[src/rtl/mlf_pkg.sv]
`default_nettype none

package mlf_pkg;

    // block geometry
    localparam int CHANNELS   = 8;
    localparam int LEVEL_BITS = 10;
    localparam int CH_AW      = (CHANNELS > 1) ? $clog2(CHANNELS) : 1;

    // port field widths
    localparam int KIND_W      = 2;
    localparam int CH_W        = 3;
    localparam int LEVEL_W     = 10;
    localparam int TIME_W      = 32;
    localparam int RES_KIND_W  = 2;

    // progress arithmetic
    localparam int FRAC_BITS  = 16;
    localparam int PROG_W     = FRAC_BITS + 1;
    localparam int NUM_W      = TIME_W + FRAC_BITS + 1;
    localparam int DIFF_W     = LEVEL_BITS + 1;
    localparam int PROD_W     = DIFF_W + PROG_W + 1;
    localparam int ROUND_HALF = 1 << (FRAC_BITS - 1);
    localparam int DIV_CNT_W  = $clog2(PROG_W + 1);

    localparam logic [TIME_W-1:0] MIN_FADE_MS = TIME_W'(10);

    // input item kinds
    localparam logic [KIND_W-1:0] K_STAGE = 2'd0;
    localparam logic [KIND_W-1:0] K_START = 2'd1;
    localparam logic [KIND_W-1:0] K_STOP  = 2'd2;
    localparam logic [KIND_W-1:0] K_TICK  = 2'd3;

    // result kinds
    localparam logic [RES_KIND_W-1:0] RES_LEVEL    = 2'd0;
    localparam logic [RES_KIND_W-1:0] RES_STARTED  = 2'd1;
    localparam logic [RES_KIND_W-1:0] RES_REJECTED = 2'd2;

    typedef enum logic [3:0] {
        S_IDLE,
        S_START_RD,
        S_START_WR,
        S_ACK,
        S_CHECK,
        S_DIV,
        S_RD,
        S_MUL,
        S_LVL,
        S_EMIT
    } state_t;

    typedef struct packed {
        logic [LEVEL_BITS-1:0] lvl_start;
        logic [LEVEL_BITS-1:0] lvl_end;
        logic [LEVEL_BITS-1:0] lvl_cur;
    } chan_word_t;

    typedef struct packed {
        logic                  stg_we;
        logic [CH_AW-1:0]      stg_addr;
        logic [LEVEL_BITS-1:0] stg_data;
        logic                  chan_we;
        logic [CH_AW-1:0]      chan_addr;
        chan_word_t            chan_data;
    } store_wr_t;

endpackage

`default_nettype wire

[src/rtl/mlf_level_store.sv]
`default_nettype none

module mlf_level_store
    import mlf_pkg::*;
(
    input  wire logic                  clk,
    input  wire logic                  rst_n,
    input  wire store_wr_t             wr,
    input  wire logic [CH_AW-1:0]      rd_addr,
    output logic      [LEVEL_BITS-1:0] staged_q,
    output chan_word_t                 chan_q
);

    // staged targets and per-channel fade words
    logic [LEVEL_BITS-1:0] stg_mem_reg [CHANNELS];
    chan_word_t            chan_mem_reg [CHANNELS];

    // staged and current levels read as zero until first written
    logic [CHANNELS-1:0]   stg_vld_reg;
    logic [CHANNELS-1:0]   cur_vld_reg;

    logic [LEVEL_BITS-1:0] stg_q_reg;
    logic                  stg_vq_reg;
    chan_word_t            chan_q_reg;
    logic                  cur_vq_reg;

    always_ff @(posedge clk)
    begin
        if (wr.stg_we)
        begin
            stg_mem_reg[wr.stg_addr] <= wr.stg_data;
        end
        if (wr.chan_we)
        begin
            chan_mem_reg[wr.chan_addr] <= wr.chan_data;
        end
        stg_q_reg  <= stg_mem_reg[rd_addr];
        chan_q_reg <= chan_mem_reg[rd_addr];
    end

    always_ff @(posedge clk or negedge rst_n)
    begin
        if (!rst_n)
        begin
            stg_vld_reg <= '0;
            cur_vld_reg <= '0;
            stg_vq_reg  <= 1'b0;
            cur_vq_reg  <= 1'b0;
        end
        else
        begin
            if (wr.stg_we)
            begin
                stg_vld_reg[wr.stg_addr] <= 1'b1;
            end
            if (wr.chan_we)
            begin
                cur_vld_reg[wr.chan_addr] <= 1'b1;
            end
            stg_vq_reg <= stg_vld_reg[rd_addr];
            cur_vq_reg <= cur_vld_reg[rd_addr];
        end
    end

    always_comb
    begin
        staged_q = stg_vq_reg ? stg_q_reg : '0;
        chan_q   = chan_q_reg;
        if (!cur_vq_reg)
        begin
            chan_q.lvl_cur = '0;
        end
    end

endmodule

`default_nettype wire

[src/rtl/mlf_progress_div.sv]
`default_nettype none

module mlf_progress_div
    import mlf_pkg::*;
(
    input  wire logic              clk,
    input  wire logic              rst_n,
    input  wire logic              go,
    input  wire logic [TIME_W-1:0] elapsed,
    input  wire logic [TIME_W-1:0] len,
    output logic                   done,
    output logic      [PROG_W-1:0] quot
);

    // restoring divide, one quotient bit a cycle; quotient fits PROG_W bits
    // because elapsed is below len
    logic [TIME_W-1:0]    rem_reg,  rem_next;
    logic [PROG_W-1:0]    low_reg,  low_next;
    logic [PROG_W-1:0]    quot_reg, quot_next;
    logic [DIV_CNT_W-1:0] cnt_reg,  cnt_next;
    logic                 busy_reg, busy_next;
    logic                 done_reg, done_next;

    logic [NUM_W-1:0]     num;
    logic [TIME_W:0]      trial;
    logic [TIME_W:0]      trial_sub;
    logic                 ge;

    always_comb
    begin
        num = NUM_W'({elapsed, {FRAC_BITS{1'b0}}}) + NUM_W'(len >> 1);
        trial     = {rem_reg, low_reg[PROG_W-1]};
        trial_sub = trial - {1'b0, len};
        ge        = (trial >= {1'b0, len});

        rem_next  = rem_reg;
        low_next  = low_reg;
        quot_next = quot_reg;
        cnt_next  = cnt_reg;
        busy_next = busy_reg;
        done_next = 1'b0;

        if (go)
        begin
            rem_next  = num[NUM_W-1:PROG_W];
            low_next  = num[PROG_W-1:0];
            quot_next = '0;
            cnt_next  = DIV_CNT_W'(PROG_W);
            busy_next = 1'b1;
        end
        else if (busy_reg)
        begin
            rem_next  = ge ? trial_sub[TIME_W-1:0] : trial[TIME_W-1:0];
            low_next  = {low_reg[PROG_W-2:0], 1'b0};
            quot_next = {quot_reg[PROG_W-2:0], ge};
            cnt_next  = cnt_reg - DIV_CNT_W'(1);
            if (cnt_reg == DIV_CNT_W'(1))
            begin
                busy_next = 1'b0;
                done_next = 1'b1;
            end
        end
    end

    always_ff @(posedge clk)
    begin
        rem_reg  <= rem_next;
        low_reg  <= low_next;
        quot_reg <= quot_next;
    end

    always_ff @(posedge clk or negedge rst_n)
    begin
        if (!rst_n)
        begin
            cnt_reg  <= '0;
            busy_reg <= 1'b0;
            done_reg <= 1'b0;
        end
        else
        begin
            cnt_reg  <= cnt_next;
            busy_reg <= busy_next;
            done_reg <= done_next;
        end
    end

    assign done = done_reg;
    assign quot = quot_reg;

endmodule

`default_nettype wire

[src/rtl/multichannel_linear_fade_core.sv]
`default_nettype none

// multi-channel linear brightness fader. stage transfers store one target level
// per channel; a start transfer cancels any running fade, rejects a duration
// under 10 ms (one rejected result), otherwise snapshots current levels as start
// and staged levels as end and returns one started result. a tick during a fade
// returns one level result per channel (last set on the highest channel): the
// end levels once the fade has run out, otherwise start + rounded
// (end - start) * progress, where progress = (elapsed * 65536 + dur / 2) / dur.
// start reads and writes each channel in turn, then returns its result; a tick
// while fading runs the bit-serial progress divider followed by a read,
// multiply, round and emit pass over the channel memory; an expiring tick skips
// the divider. input stall is high while an item is in work; the last result may
// wait in the output register while the next item is taken. no clearing pass is
// needed after reset.
module multichannel_linear_fade_core
    import mlf_pkg::*;
(
    input  wire logic                  clk,
    input  wire logic                  rst_n,
    // input channel
    input  wire logic                  in_valid,
    output logic                       in_stall,
    input  wire logic [KIND_W-1:0]     kind,
    input  wire logic [CH_W-1:0]       channel,
    input  wire logic [LEVEL_W-1:0]    level,
    input  wire logic [TIME_W-1:0]     span_ms,
    input  wire logic [TIME_W-1:0]     now_ms,
    // result channel
    output logic                       out_valid,
    input  wire logic                  out_stall,
    output logic      [RES_KIND_W-1:0] result_kind,
    output logic      [CH_W-1:0]       out_channel,
    output logic      [LEVEL_W-1:0]    out_level,
    output logic                       last
);

    // sequencer state
    state_t                 state_reg, state_next;
    logic [CH_AW-1:0]       ch_reg, ch_next;

    // fade state
    logic                   fading_reg, fading_next;
    logic [TIME_W-1:0]      fade_begin_reg, fade_begin_next;
    logic [TIME_W-1:0]      fade_len_reg, fade_len_next;

    // per-tick working values
    logic [TIME_W-1:0]      elapsed_reg, elapsed_next;
    logic                   expire_reg, expire_next;
    logic [PROG_W-1:0]      prog_reg, prog_next;
    logic [RES_KIND_W-1:0]  ack_kind_reg, ack_kind_next;
    logic [LEVEL_BITS-1:0]  start_reg, start_next;
    logic [LEVEL_BITS-1:0]  end_reg, end_next;
    logic signed [PROD_W-1:0] prod_reg, prod_next;
    logic [LEVEL_BITS-1:0]  lvl_reg, lvl_next;

    // output register
    logic                   out_valid_reg, out_valid_next;
    logic [RES_KIND_W-1:0]  out_kind_reg, out_kind_next;
    logic [CH_W-1:0]        out_ch_reg, out_ch_next;
    logic [LEVEL_W-1:0]     out_level_reg, out_level_next;
    logic                   out_last_reg, out_last_next;

    // memory and divider hookup
    store_wr_t              store_wr;
    logic [LEVEL_BITS-1:0]  staged_q;
    chan_word_t             chan_q;
    logic                   div_go;
    logic                   div_done;
    logic [PROG_W-1:0]      div_quot;

    // misc combinational
    logic                   in_xfer;
    logic                   out_free;
    logic                   ch_last;
    logic                   expire_now;
    logic                   stage_ok;
    logic signed [DIFF_W-1:0] diff;
    logic signed [PROG_W:0]   prog_s;
    logic signed [PROD_W-1:0] prod_mul;
    logic signed [PROD_W-1:0] prod_rnd;
    logic signed [PROD_W-1:0] prod_shr;

    mlf_level_store u_store
    (
        .clk      (clk),
        .rst_n    (rst_n),
        .wr       (store_wr),
        .rd_addr  (ch_reg),
        .staged_q (staged_q),
        .chan_q   (chan_q)
    );

    mlf_progress_div u_div
    (
        .clk     (clk),
        .rst_n   (rst_n),
        .go      (div_go),
        .elapsed (elapsed_reg),
        .len     (fade_len_reg),
        .done    (div_done),
        .quot    (div_quot)
    );

    assign in_stall   = (state_reg != S_IDLE);
    assign in_xfer    = in_valid && !in_stall;
    assign out_free   = !out_valid_reg || !out_stall;
    assign ch_last    = (ch_reg == CH_AW'(CHANNELS - 1));
    assign expire_now = (elapsed_reg >= fade_len_reg) || (fade_len_reg == '0);
    assign stage_ok   = ({1'b0, channel} < (CH_W + 1)'(CHANNELS));

    // level arithmetic: diff * progress, then round half up and add start
    assign diff     = $signed({1'b0, chan_q.lvl_end}) - $signed({1'b0, chan_q.lvl_start});
    assign prog_s   = $signed({1'b0, prog_reg});
    assign prod_mul = diff * prog_s;
    assign prod_rnd = prod_reg + PROD_W'(ROUND_HALF);
    assign prod_shr = prod_rnd >>> FRAC_BITS;

    // next state
    always_comb
    begin
        state_next = state_reg;
        case (state_reg)
            S_IDLE:
            begin
                if (in_xfer)
                begin
                    if (kind == K_START)
                    begin
                        state_next = (span_ms < MIN_FADE_MS) ? S_ACK : S_START_RD;
                    end
                    else if ((kind == K_TICK) && fading_reg)
                    begin
                        state_next = S_CHECK;
                    end
                end
            end
            S_START_RD: state_next = S_START_WR;
            S_START_WR: state_next = ch_last ? S_ACK : S_START_RD;
            S_ACK:
            begin
                if (out_free)
                begin
                    state_next = S_IDLE;
                end
            end
            S_CHECK:    state_next = expire_now ? S_RD : S_DIV;
            S_DIV:
            begin
                if (div_done)
                begin
                    state_next = S_RD;
                end
            end
            S_RD:       state_next = S_MUL;
            S_MUL:      state_next = S_LVL;
            S_LVL:      state_next = S_EMIT;
            S_EMIT:
            begin
                if (out_free)
                begin
                    state_next = ch_last ? S_IDLE : S_RD;
                end
            end
            default:    state_next = S_IDLE;
        endcase
    end

    // datapath and outputs
    always_comb
    begin
        ch_next         = ch_reg;
        fading_next     = fading_reg;
        fade_begin_next = fade_begin_reg;
        fade_len_next   = fade_len_reg;
        elapsed_next    = elapsed_reg;
        expire_next     = expire_reg;
        prog_next       = prog_reg;
        ack_kind_next   = ack_kind_reg;
        start_next      = start_reg;
        end_next        = end_reg;
        prod_next       = prod_reg;
        lvl_next        = lvl_reg;

        out_valid_next  = out_valid_reg && out_stall;
        out_kind_next   = out_kind_reg;
        out_ch_next     = out_ch_reg;
        out_level_next  = out_level_reg;
        out_last_next   = out_last_reg;

        store_wr        = '0;
        div_go          = 1'b0;

        case (state_reg)
            S_IDLE:
            begin
                ch_next = '0;
                if (in_xfer)
                begin
                    case (kind)
                        K_STAGE:
                        begin
                            store_wr.stg_we   = stage_ok;
                            store_wr.stg_addr = channel[CH_AW-1:0];
                            store_wr.stg_data = level[LEVEL_BITS-1:0];
                        end
                        K_START:
                        begin
                            fading_next = 1'b0;
                            if (span_ms < MIN_FADE_MS)
                            begin
                                ack_kind_next = RES_REJECTED;
                            end
                            else
                            begin
                                ack_kind_next   = RES_STARTED;
                                fade_begin_next = now_ms;
                                fade_len_next   = span_ms;
                            end
                        end
                        K_STOP:
                        begin
                            fading_next = 1'b0;
                        end
                        K_TICK:
                        begin
                            // wrapping subtract: a time running backwards expires
                            elapsed_next = now_ms - fade_begin_reg;
                        end
                        default:
                        begin
                            fading_next = fading_reg;
                        end
                    endcase
                end
            end
            S_START_WR:
            begin
                // start takes the current level, end takes the staged target
                store_wr.chan_we             = 1'b1;
                store_wr.chan_addr           = ch_reg;
                store_wr.chan_data.lvl_start = chan_q.lvl_cur;
                store_wr.chan_data.lvl_end   = staged_q;
                store_wr.chan_data.lvl_cur   = chan_q.lvl_cur;
                if (ch_last)
                begin
                    fading_next = 1'b1;
                end
                else
                begin
                    ch_next = ch_reg + CH_AW'(1);
                end
            end
            S_ACK:
            begin
                if (out_free)
                begin
                    out_valid_next = 1'b1;
                    out_kind_next  = ack_kind_reg;
                    out_ch_next    = '0;
                    out_level_next = '0;
                    out_last_next  = 1'b1;
                end
            end
            S_CHECK:
            begin
                expire_next = expire_now;
                if (expire_now)
                begin
                    fading_next = 1'b0;
                end
                else
                begin
                    div_go = 1'b1;
                end
            end
            S_DIV:
            begin
                if (div_done)
                begin
                    prog_next = div_quot;
                end
            end
            S_MUL:
            begin
                start_next = chan_q.lvl_start;
                end_next   = chan_q.lvl_end;
                prod_next  = prod_mul;
            end
            S_LVL:
            begin
                lvl_next = expire_reg ? end_reg
                                      : start_reg + prod_shr[LEVEL_BITS-1:0];
            end
            S_EMIT:
            begin
                if (out_free)
                begin
                    out_valid_next               = 1'b1;
                    out_kind_next                = RES_LEVEL;
                    out_ch_next                  = CH_W'(ch_reg);
                    out_level_next               = LEVEL_W'(lvl_reg);
                    out_last_next                = ch_last;
                    store_wr.chan_we             = 1'b1;
                    store_wr.chan_addr           = ch_reg;
                    store_wr.chan_data.lvl_start = start_reg;
                    store_wr.chan_data.lvl_end   = end_reg;
                    store_wr.chan_data.lvl_cur   = lvl_reg;
                    if (!ch_last)
                    begin
                        ch_next = ch_reg + CH_AW'(1);
                    end
                end
            end
            default:
            begin
                ch_next = ch_reg;
            end
        endcase
    end

    // payload registers
    always_ff @(posedge clk)
    begin
        elapsed_reg    <= elapsed_next;
        prog_reg       <= prog_next;
        ack_kind_reg   <= ack_kind_next;
        start_reg      <= start_next;
        end_reg        <= end_next;
        prod_reg       <= prod_next;
        lvl_reg        <= lvl_next;
        expire_reg     <= expire_next;
        out_kind_reg   <= out_kind_next;
        out_ch_reg     <= out_ch_next;
        out_level_reg  <= out_level_next;
        out_last_reg   <= out_last_next;
    end

    // control registers
    always_ff @(posedge clk or negedge rst_n)
    begin
        if (!rst_n)
        begin
            state_reg      <= S_IDLE;
            ch_reg         <= '0;
            fading_reg     <= 1'b0;
            fade_begin_reg <= '0;
            fade_len_reg   <= '0;
            out_valid_reg  <= 1'b0;
        end
        else
        begin
            state_reg      <= state_next;
            ch_reg         <= ch_next;
            fading_reg     <= fading_next;
            fade_begin_reg <= fade_begin_next;
            fade_len_reg   <= fade_len_next;
            out_valid_reg  <= out_valid_next;
        end
    end

    assign out_valid   = out_valid_reg;
    assign result_kind = out_kind_reg;
    assign out_channel = out_ch_reg;
    assign out_level   = out_level_reg;
    assign last        = out_last_reg;

`ifndef ASSERT_OFF
    // divider only finishes while the sequencer waits for it
    a_div_done_in_div: assert property (@(posedge clk) disable iff (!rst_n)
        div_done |-> (state_reg == S_DIV))
        else $error("progress divide finished outside the divide wait");

    // channel sweep never runs past the last channel
    a_ch_in_range: assert property (@(posedge clk) disable iff (!rst_n)
        ({1'b0, ch_reg} < (CH_AW + 1)'(CHANNELS)))
        else $error("channel counter out of range");

    // status results are always the single final result of their item
    a_status_is_last: assert property (@(posedge clk) disable iff (!rst_n)
        (out_valid && (result_kind != RES_LEVEL)) |-> last)
        else $error("start status result without last");

    // the channel memory is never written while waiting for a transfer
    a_no_chan_write_idle: assert property (@(posedge clk) disable iff (!rst_n)
        store_wr.chan_we |-> (state_reg == S_START_WR || state_reg == S_EMIT))
        else $error("channel memory written outside a sweep");
`endif

endmodule

`default_nettype wire

[config.mk]
export PLATFORM = sky130hd
export DESIGN_NAME = multichannel_linear_fade_core
export DESIGN_NICKNAME = d
export VERILOG_FILES = /design/src/rtl/mlf_pkg.sv /design/src/rtl/mlf_level_store.sv /design/src/rtl/mlf_progress_div.sv /design/src/rtl/multichannel_linear_fade_core.sv
export SDC_FILE = /design/constraint.sdc
export NUM_CORES = 1
export LEC_CHECK = 0
export ABC_CLOCK_PERIOD_IN_PS = 9600
export BUFFER_PORTS_ARGS = -buffer_cell sky130_fd_sc_hd__clkbuf_2
export CORE_ASPECT_RATIO = 2
export CORE_UTILIZATION = 50
export DETAILED_ROUTE_END_ITERATION = 6
export PLACE_DENSITY_LB_ADDON = 0.1
export SLEW_MARGIN = 25
export SYNTH_ARGS = -nofsm -noshare
export SYNTH_HDL_FRONTEND = slang
export SYNTH_SLANG_ARGS = --single-unit
export TNS_END_PERCENT = 5
[constraint.sdc]
create_clock -name clk -period 9.6 [get_ports clk]
set_clock_uncertainty 0.05 [all_clocks]
set_input_delay 1.92 -clock clk [delete_from_list [all_inputs] [get_ports clk]]
set_output_delay 1.92 -clock clk [all_outputs]
set_load 0.05 [all_outputs]
* After elaboration in Yosys (flattened, before gate mapping)
Memory sizes are Yosys's and may differ from the RTL's. A register that Yosys moved wholly into a read port is not among the register bits.
Index checks and enable logic that the tools add are counted.
** Word-level totals
- Bits in writable memories :: 320
- Output and inout bits :: 18
- Flip-flop bits (word level) :: 288
- Memories kept :: 2
- Logic and storage cells :: 169
** Operators by class
- $mul :: 1
- Muxes and demuxes :: 69
- $add $sub $neg :: 8
- $lt $le $gt $ge :: 8
- Eq/ne operators :: 22
- Bitwise gates (word level) :: 3
- Reduce and logical (&&, ||, !) cells :: 28
** Memories
- u_store.chan_mem_reg :: depth 8, width 30, read ports 1, clocked after memory_dff 1, write ports 1, RTL line mlf_level_store.sv:16 : chan_word_t chan_mem_reg [CHANNELS];
- u_store.stg_mem_reg :: depth 8, width 10, read ports 1, clocked after memory_dff 1, write ports 1, RTL line mlf_level_store.sv:15 : logic [LEVEL_BITS-1:0] stg_mem_reg [CHANNELS];
** Operator list (number)
- $mux 32 :: 3
- $pmux 34 s2 :: 1
- $sub 32x32->32 :: 2
- $mux 10 :: 5
- $add 48x31->49 :: 1
- $mux 14 :: 3
- $pmux 4 s10 :: 1
- $mux 17 :: 2
- $mux 34 :: 1
- $ge 33x32->1 :: 1
- $ge 32x32->1 :: 1
- $logic_not 32->1 :: 1
- $lt 32x4->1 const B :: 1
- $add 26x17->26 const B :: 1
- $mul 11x18->26 :: 1
- $mux 1 :: 24
- $mux 4 :: 6
- $pmux 10 s2 :: 1
- $eq 4x3->1 const B :: 4
- $or 8x8->8 :: 2
- $mux 3 :: 5
- $lt 3x4->1 const B :: 3
- $mux 2 :: 6
- $ne 2x2->1 const B :: 6
- other kinds (36) :: 57

* Longest topological paths before layout
- Depth in word-level cells :: 10
- Depth in mapped cells :: 29

* By module
Synthesis repeated with hierarchy kept, for this count alone.
** Unflattened totals
- Cell total of the unflattened synthesis :: 2890
- Area, all modules :: 36158.4 µm²
** By module, submodules not included
- multichannel_linear_fade_core :: cells each 1567, sequential area each 5099.9 µm², area an instance 15976.6 µm², times used 1
- mlf_level_store :: cells each 615, sequential area each 10860.4 µm², area an instance 13953.4 µm², times used 1
- mlf_progress_div :: cells each 708, sequential area each 1986.9 µm², area an instance 6228.5 µm², times used 1

* Least setup slack after synthesis
No wires, ideal clock.
- Kind :: register -> register
- From :: register, netlist name u_store.chan_q[10]
- To :: register prod_reg[23] (data pin)
- Stages on the path, launching flop included :: 27
- Data arrival time :: 6844 ps
- Library setup time :: 255 ps
- Slack :: 2451 ps
- Cells stage by stage :: dfxtp_1 -> inv_1 -> ha_1 -> inv_1 -> fa_1 -> a21o_1 -> a221o_1 -> o41ai_2 -> o21bai_1 -> a21o_1 -> or2_2 -> fa_1 -> fa_1 -> inv_1 -> fa_1 -> fa_1 -> inv_1 -> fa_1 -> inv_1 -> ha_1 -> and4_1 -> a2111oi_0 -> o21ai_0 -> a31o_2 -> a31oi_1 -> o21ai_0 -> and3_1
** Between the ends
- Cells in the longest elaborated chain, start to end :: 2
** RTL lines
- $sub 10x10->11 :: RTL line multichannel_linear_fade_core.sv:113 : assign diff = $signed({1'b0, chan_q.lvl_end}) - $signed({1'b0, chan_q.lvl_start});
- $mul 11x18->26 :: RTL line multichannel_linear_fade_core.sv:115 : assign prod_mul = diff * prog_s;
- via prod_mul[23] :: RTL line multichannel_linear_fade_core.sv:80 : logic signed [PROD_W-1:0] prod_mul;
- end signal, assigned :: RTL line multichannel_linear_fade_core.sv:330 : prod_reg <= prod_next;
- end, declared :: RTL line multichannel_linear_fade_core.sv:54 : logic signed [PROD_W-1:0] prod_reg, prod_next;
The timed path passes the listed nets, and every way through them passes these cells.
A chain may end at the register's enable or synchronous reset.

* Final worst setup path
- From :: register, netlist name u_store.chan_q[20]
- To :: register prod_reg[23] (data pin)
** Between the ends
- Cells in the longest elaborated chain, start to end :: 2
** RTL lines (RTL line)
- $sub 10x10->11 :: multichannel_linear_fade_core.sv:113
- $mul 11x18->26 :: multichannel_linear_fade_core.sv:115
- via prod_mul[23] :: multichannel_linear_fade_core.sv:80
The timed path passes the listed nets, and every way through them passes these cells.

==> flow_summary.toml <==
[global_routing]
groute.usage.overall_pct = 23.6
grt_pass1_vias = 23653
antenna_found_initial = 0
grt_max_degree = 77
grt_pass1_wl_um = 129000
grt_overflow = 0

[floorplanning]
dieArea_mm2 = 0.0720
pin_count = 101
die_h_um = 379
core_area_mm2 = 0.0699
rows = 137
die_w_um = 190
start_util_pct = 50.7

[critical_path]
r2r_setup_slack_ns = 1.63
reg2reg_depth = 26
r2r-end = "prod_reg[23]"
startpoint_type = "flop"
cp-endpoint = "prod_reg[23]"
reg2reg_from = "u_store.chan_q[20]"
crit_required_ns = 9.94
crit_path_end_kind = "flop"
cp-startpoint = "u_store.chan_q[20]"
worst-path-max-fanout = 17
worstSetupPathType = "reg2reg"
cp.arrival_ns = 8.31

[detailed_routing]
drc = 0
drtAntennaViolNets = 0
dr.pass1.iters = 7
wl_per_cell_um = 21.6
routed_wl_um = 82400
vias = 21675
drt_iter0_markers = 1093
via_per_inst = 5.69

[finish]
area_growth_pct = 10.4
fin_nets = 3287
multi_input_area_mm2 = 0.0162
antennaDiodeCount = 0
final_util_pct = 55.9
fillers = 5829
largest_reg_flops = 240
drive_gt1_share_pct = 16.8
final_area_mm2 = 0.0391
regArea_mm2 = 0.0180

[logic_synthesis]
avgSynthCellArea_um2 = 12.8
ys_warn_count = 0
synth_edf_count = 478
syn_area_mm2 = 0.0354
synth_nets = 3195
ys.flop_type = "edfxtp_1"
ys_seq_elements = 633
ys_types = 81
synth_async_sr_flop_share_pct = 15.5
netlist_instances = 2771
synth_seq_area_share_pct = 50.6

[sta]
rsz0062_at_grt = "false"
fmax_mhz = 125
drv_slew = 0
period_share_pct = 83.1
slew_headroom_pct = 36.0
layout_min_cycle_time_ns = 7.97
worst_pin_slew_ns = 0.960
setup_tns_ns = 0
hold_viol = 0
setup_viol = 0

[cts]
clockBufferDepth = 3
clock_latency_ns = 0.64
cts_made_buffers = 54
htreeDepth = 2
cts_resized = 0
clk_pin_slew_ns = 0.07
cts_setup_buffers = 0
cts-hold-fix-buffers = 0
tritoncts = "done"
cts.sinks = 633
root_buffer = "clkbuf_16"

[placement]
port_buffers = 100
gp_congestion = 0.906
dpl.hpwl_um = 60900
placed_cell_area_mm2 = 0.0371

[status]
status = "complete, no violations"

[min_path]
hp-class = "reg2reg"

[job]
drv_cap = 0
placed cells by master, fill, tap and decap left out, types with 14 or more instances in the layout:
master	netlist	routed
a21o_1	46	46
a21oi_1	114	113
a22o_1	30	30
a31oi_1	17	17
and2_1	106	106
and3_1	25	25
buf_4	0	36
clkbuf_16	0	55
clkbuf_2	0	99
dfrtp_1	98	94
dfxtp_1	57	57
edfxtp_1	478	478
fa_1	138	138
ha_1	203	203
inv_1	282	282
mux2_2	107	107
mux2i_1	65	65
mux4_2	84	84
nand2_1	178	176
nand2b_1	19	19
nand3_1	31	31
nand4_1	20	20
nor2_1	117	107
nor2b_1	36	36
nor3_1	25	23
nor4_1	20	19
o21a_1	14	14
o21ai_0	79	78
o21bai_1	15	15
or2_2	25	25
xnor2_1	82	79
xor2_1	43	42
critical path, stage by stage, from the launching register on:
cell and delay [ns]:
dfxtp_1 0.35, ha_1 0.17, inv_1 0.06, fa_1 0.39
a21o_1 0.21, a221o_1 0.34, o41ai_2 0.39, o21bai_1 0.14
a21o_1 0.19, buf_4 0.19, or2_2 0.30, fa_1 0.53
fa_1 0.56, inv_1 0.06, fa_1 0.51, fa_1 0.54
inv_1 0.05, fa_1 0.52, inv_1 0.04, ha_1 0.29
and4_1 0.17, a2111oi_0 0.54, o21ai_0 0.28, a31o_2 0.29
a31oi_1 0.25, o21ai_0 0.10, and3_1 0.18
layout make-up:
| class | instances | share of cell area, % |
|---|---|---|
| clock buffer | 70 | 3.84 |
| clock inverter | 32 | 1.26 |
| inverter | 282 | 2.71 |
| multi-input combinational | 1754 | 41.3 |
| sequential | 633 | 45.9 |
| tap | 903 | 2.89 |
| timing repair buffer | 138 | 2.11 |
cells in the mapped netlist (all sizes together) (19+ instances only):
cell | count | area share [%]
a21oi | 114 | 1.6
mux2 | 109 | 3.5
xor2 | 43 | 1.1
nor2 | 117 | 1.2
buf | 31 | 0.45
or2 | 25 | 0.44
clkbuf | 71 | 0.75
xnor2 | 82 | 2.0
nor4 | 20 | 0.35
inv | 282 | 3.0
ha | 203 | 7.2
o21ai | 90 | 1.3
nor3 | 25 | 0.35
a21o | 46 | 0.97
dfxtp | 57 | 3.2
nand2b | 19 | 0.34
mux4 | 84 | 5.3
and3 | 25 | 0.44
nand4 | 20 | 0.35
dfrtp | 98 | 6.9
and2 | 106 | 1.9
nor2b | 36 | 0.64
edfxtp | 478 | 41
a22o | 30 | 0.74
nand3 | 31 | 0.44
mux2i | 65 | 1.8
nand2 | 179 | 1.9
fa | 138 | 7.8
cells by family (layout without fill, tap and decap cells):
kind of cell	count (synthesis)	in the layout	share of synthesized area [%]
flip-flops	633	633	50.6
AND/OR/NAND/NOR	633	633	9.03
AO/OA/AOI/OAI	397	397	7.45
buffers and inverters	384	522	4.19
adder cells (fa/ha/maj)	341	341	15.0
multiplexers	258	258	10.6
XOR/XNOR	125	125	3.09
worst min path at each step:
| stage | from | to | depth (start not counted) |
|---|---|---|---|
| floorplan | u_div.quot[16] | prog_reg[16] | 0 |
| global placement | u_div.quot[16] | prog_reg[16] | 0 |
| detailed placement | u_store.chan_q[10] | end_reg[0] | 0 |
| CTS | u_store.chan_q[10] | end_reg[0] | 0 |
| global route | u_store.chan_q[26] | start_reg[6] | 0 |
| finish | u_store.chan_q[10] | end_reg[0] | 0 |
per-stage QoR:
| step | hold WS, ns | instances | setup WS, ns |
|---|---|---|---|
| 2_1_floorplan | 0.358 | 2771 | 2.45 |
| 3_3_place_gp | 0.364 | 3708 | 1.72 |
| 3_5_place_dp | 0.366 | 3709 | 1.56 |
| 4_1_cts | 0.384 | 3811 | 1.53 |
| 5_1_grt | 0.402 | 3812 | 1.23 |
| 6_report | 0.382 | 3812 | 1.63 |
metal layers:
layer	share of wire [%]	track usage [%]	wire (um)
met5	0	0	0
met4	5.1	12.3	4170
met3	3.0	2.41	2480
met2	57	46.9	46800
met1	35	23.4	29000
Power is not shown: default switching activity piles up to over one toggle a cycle in this logic, so the estimate is an artifact.
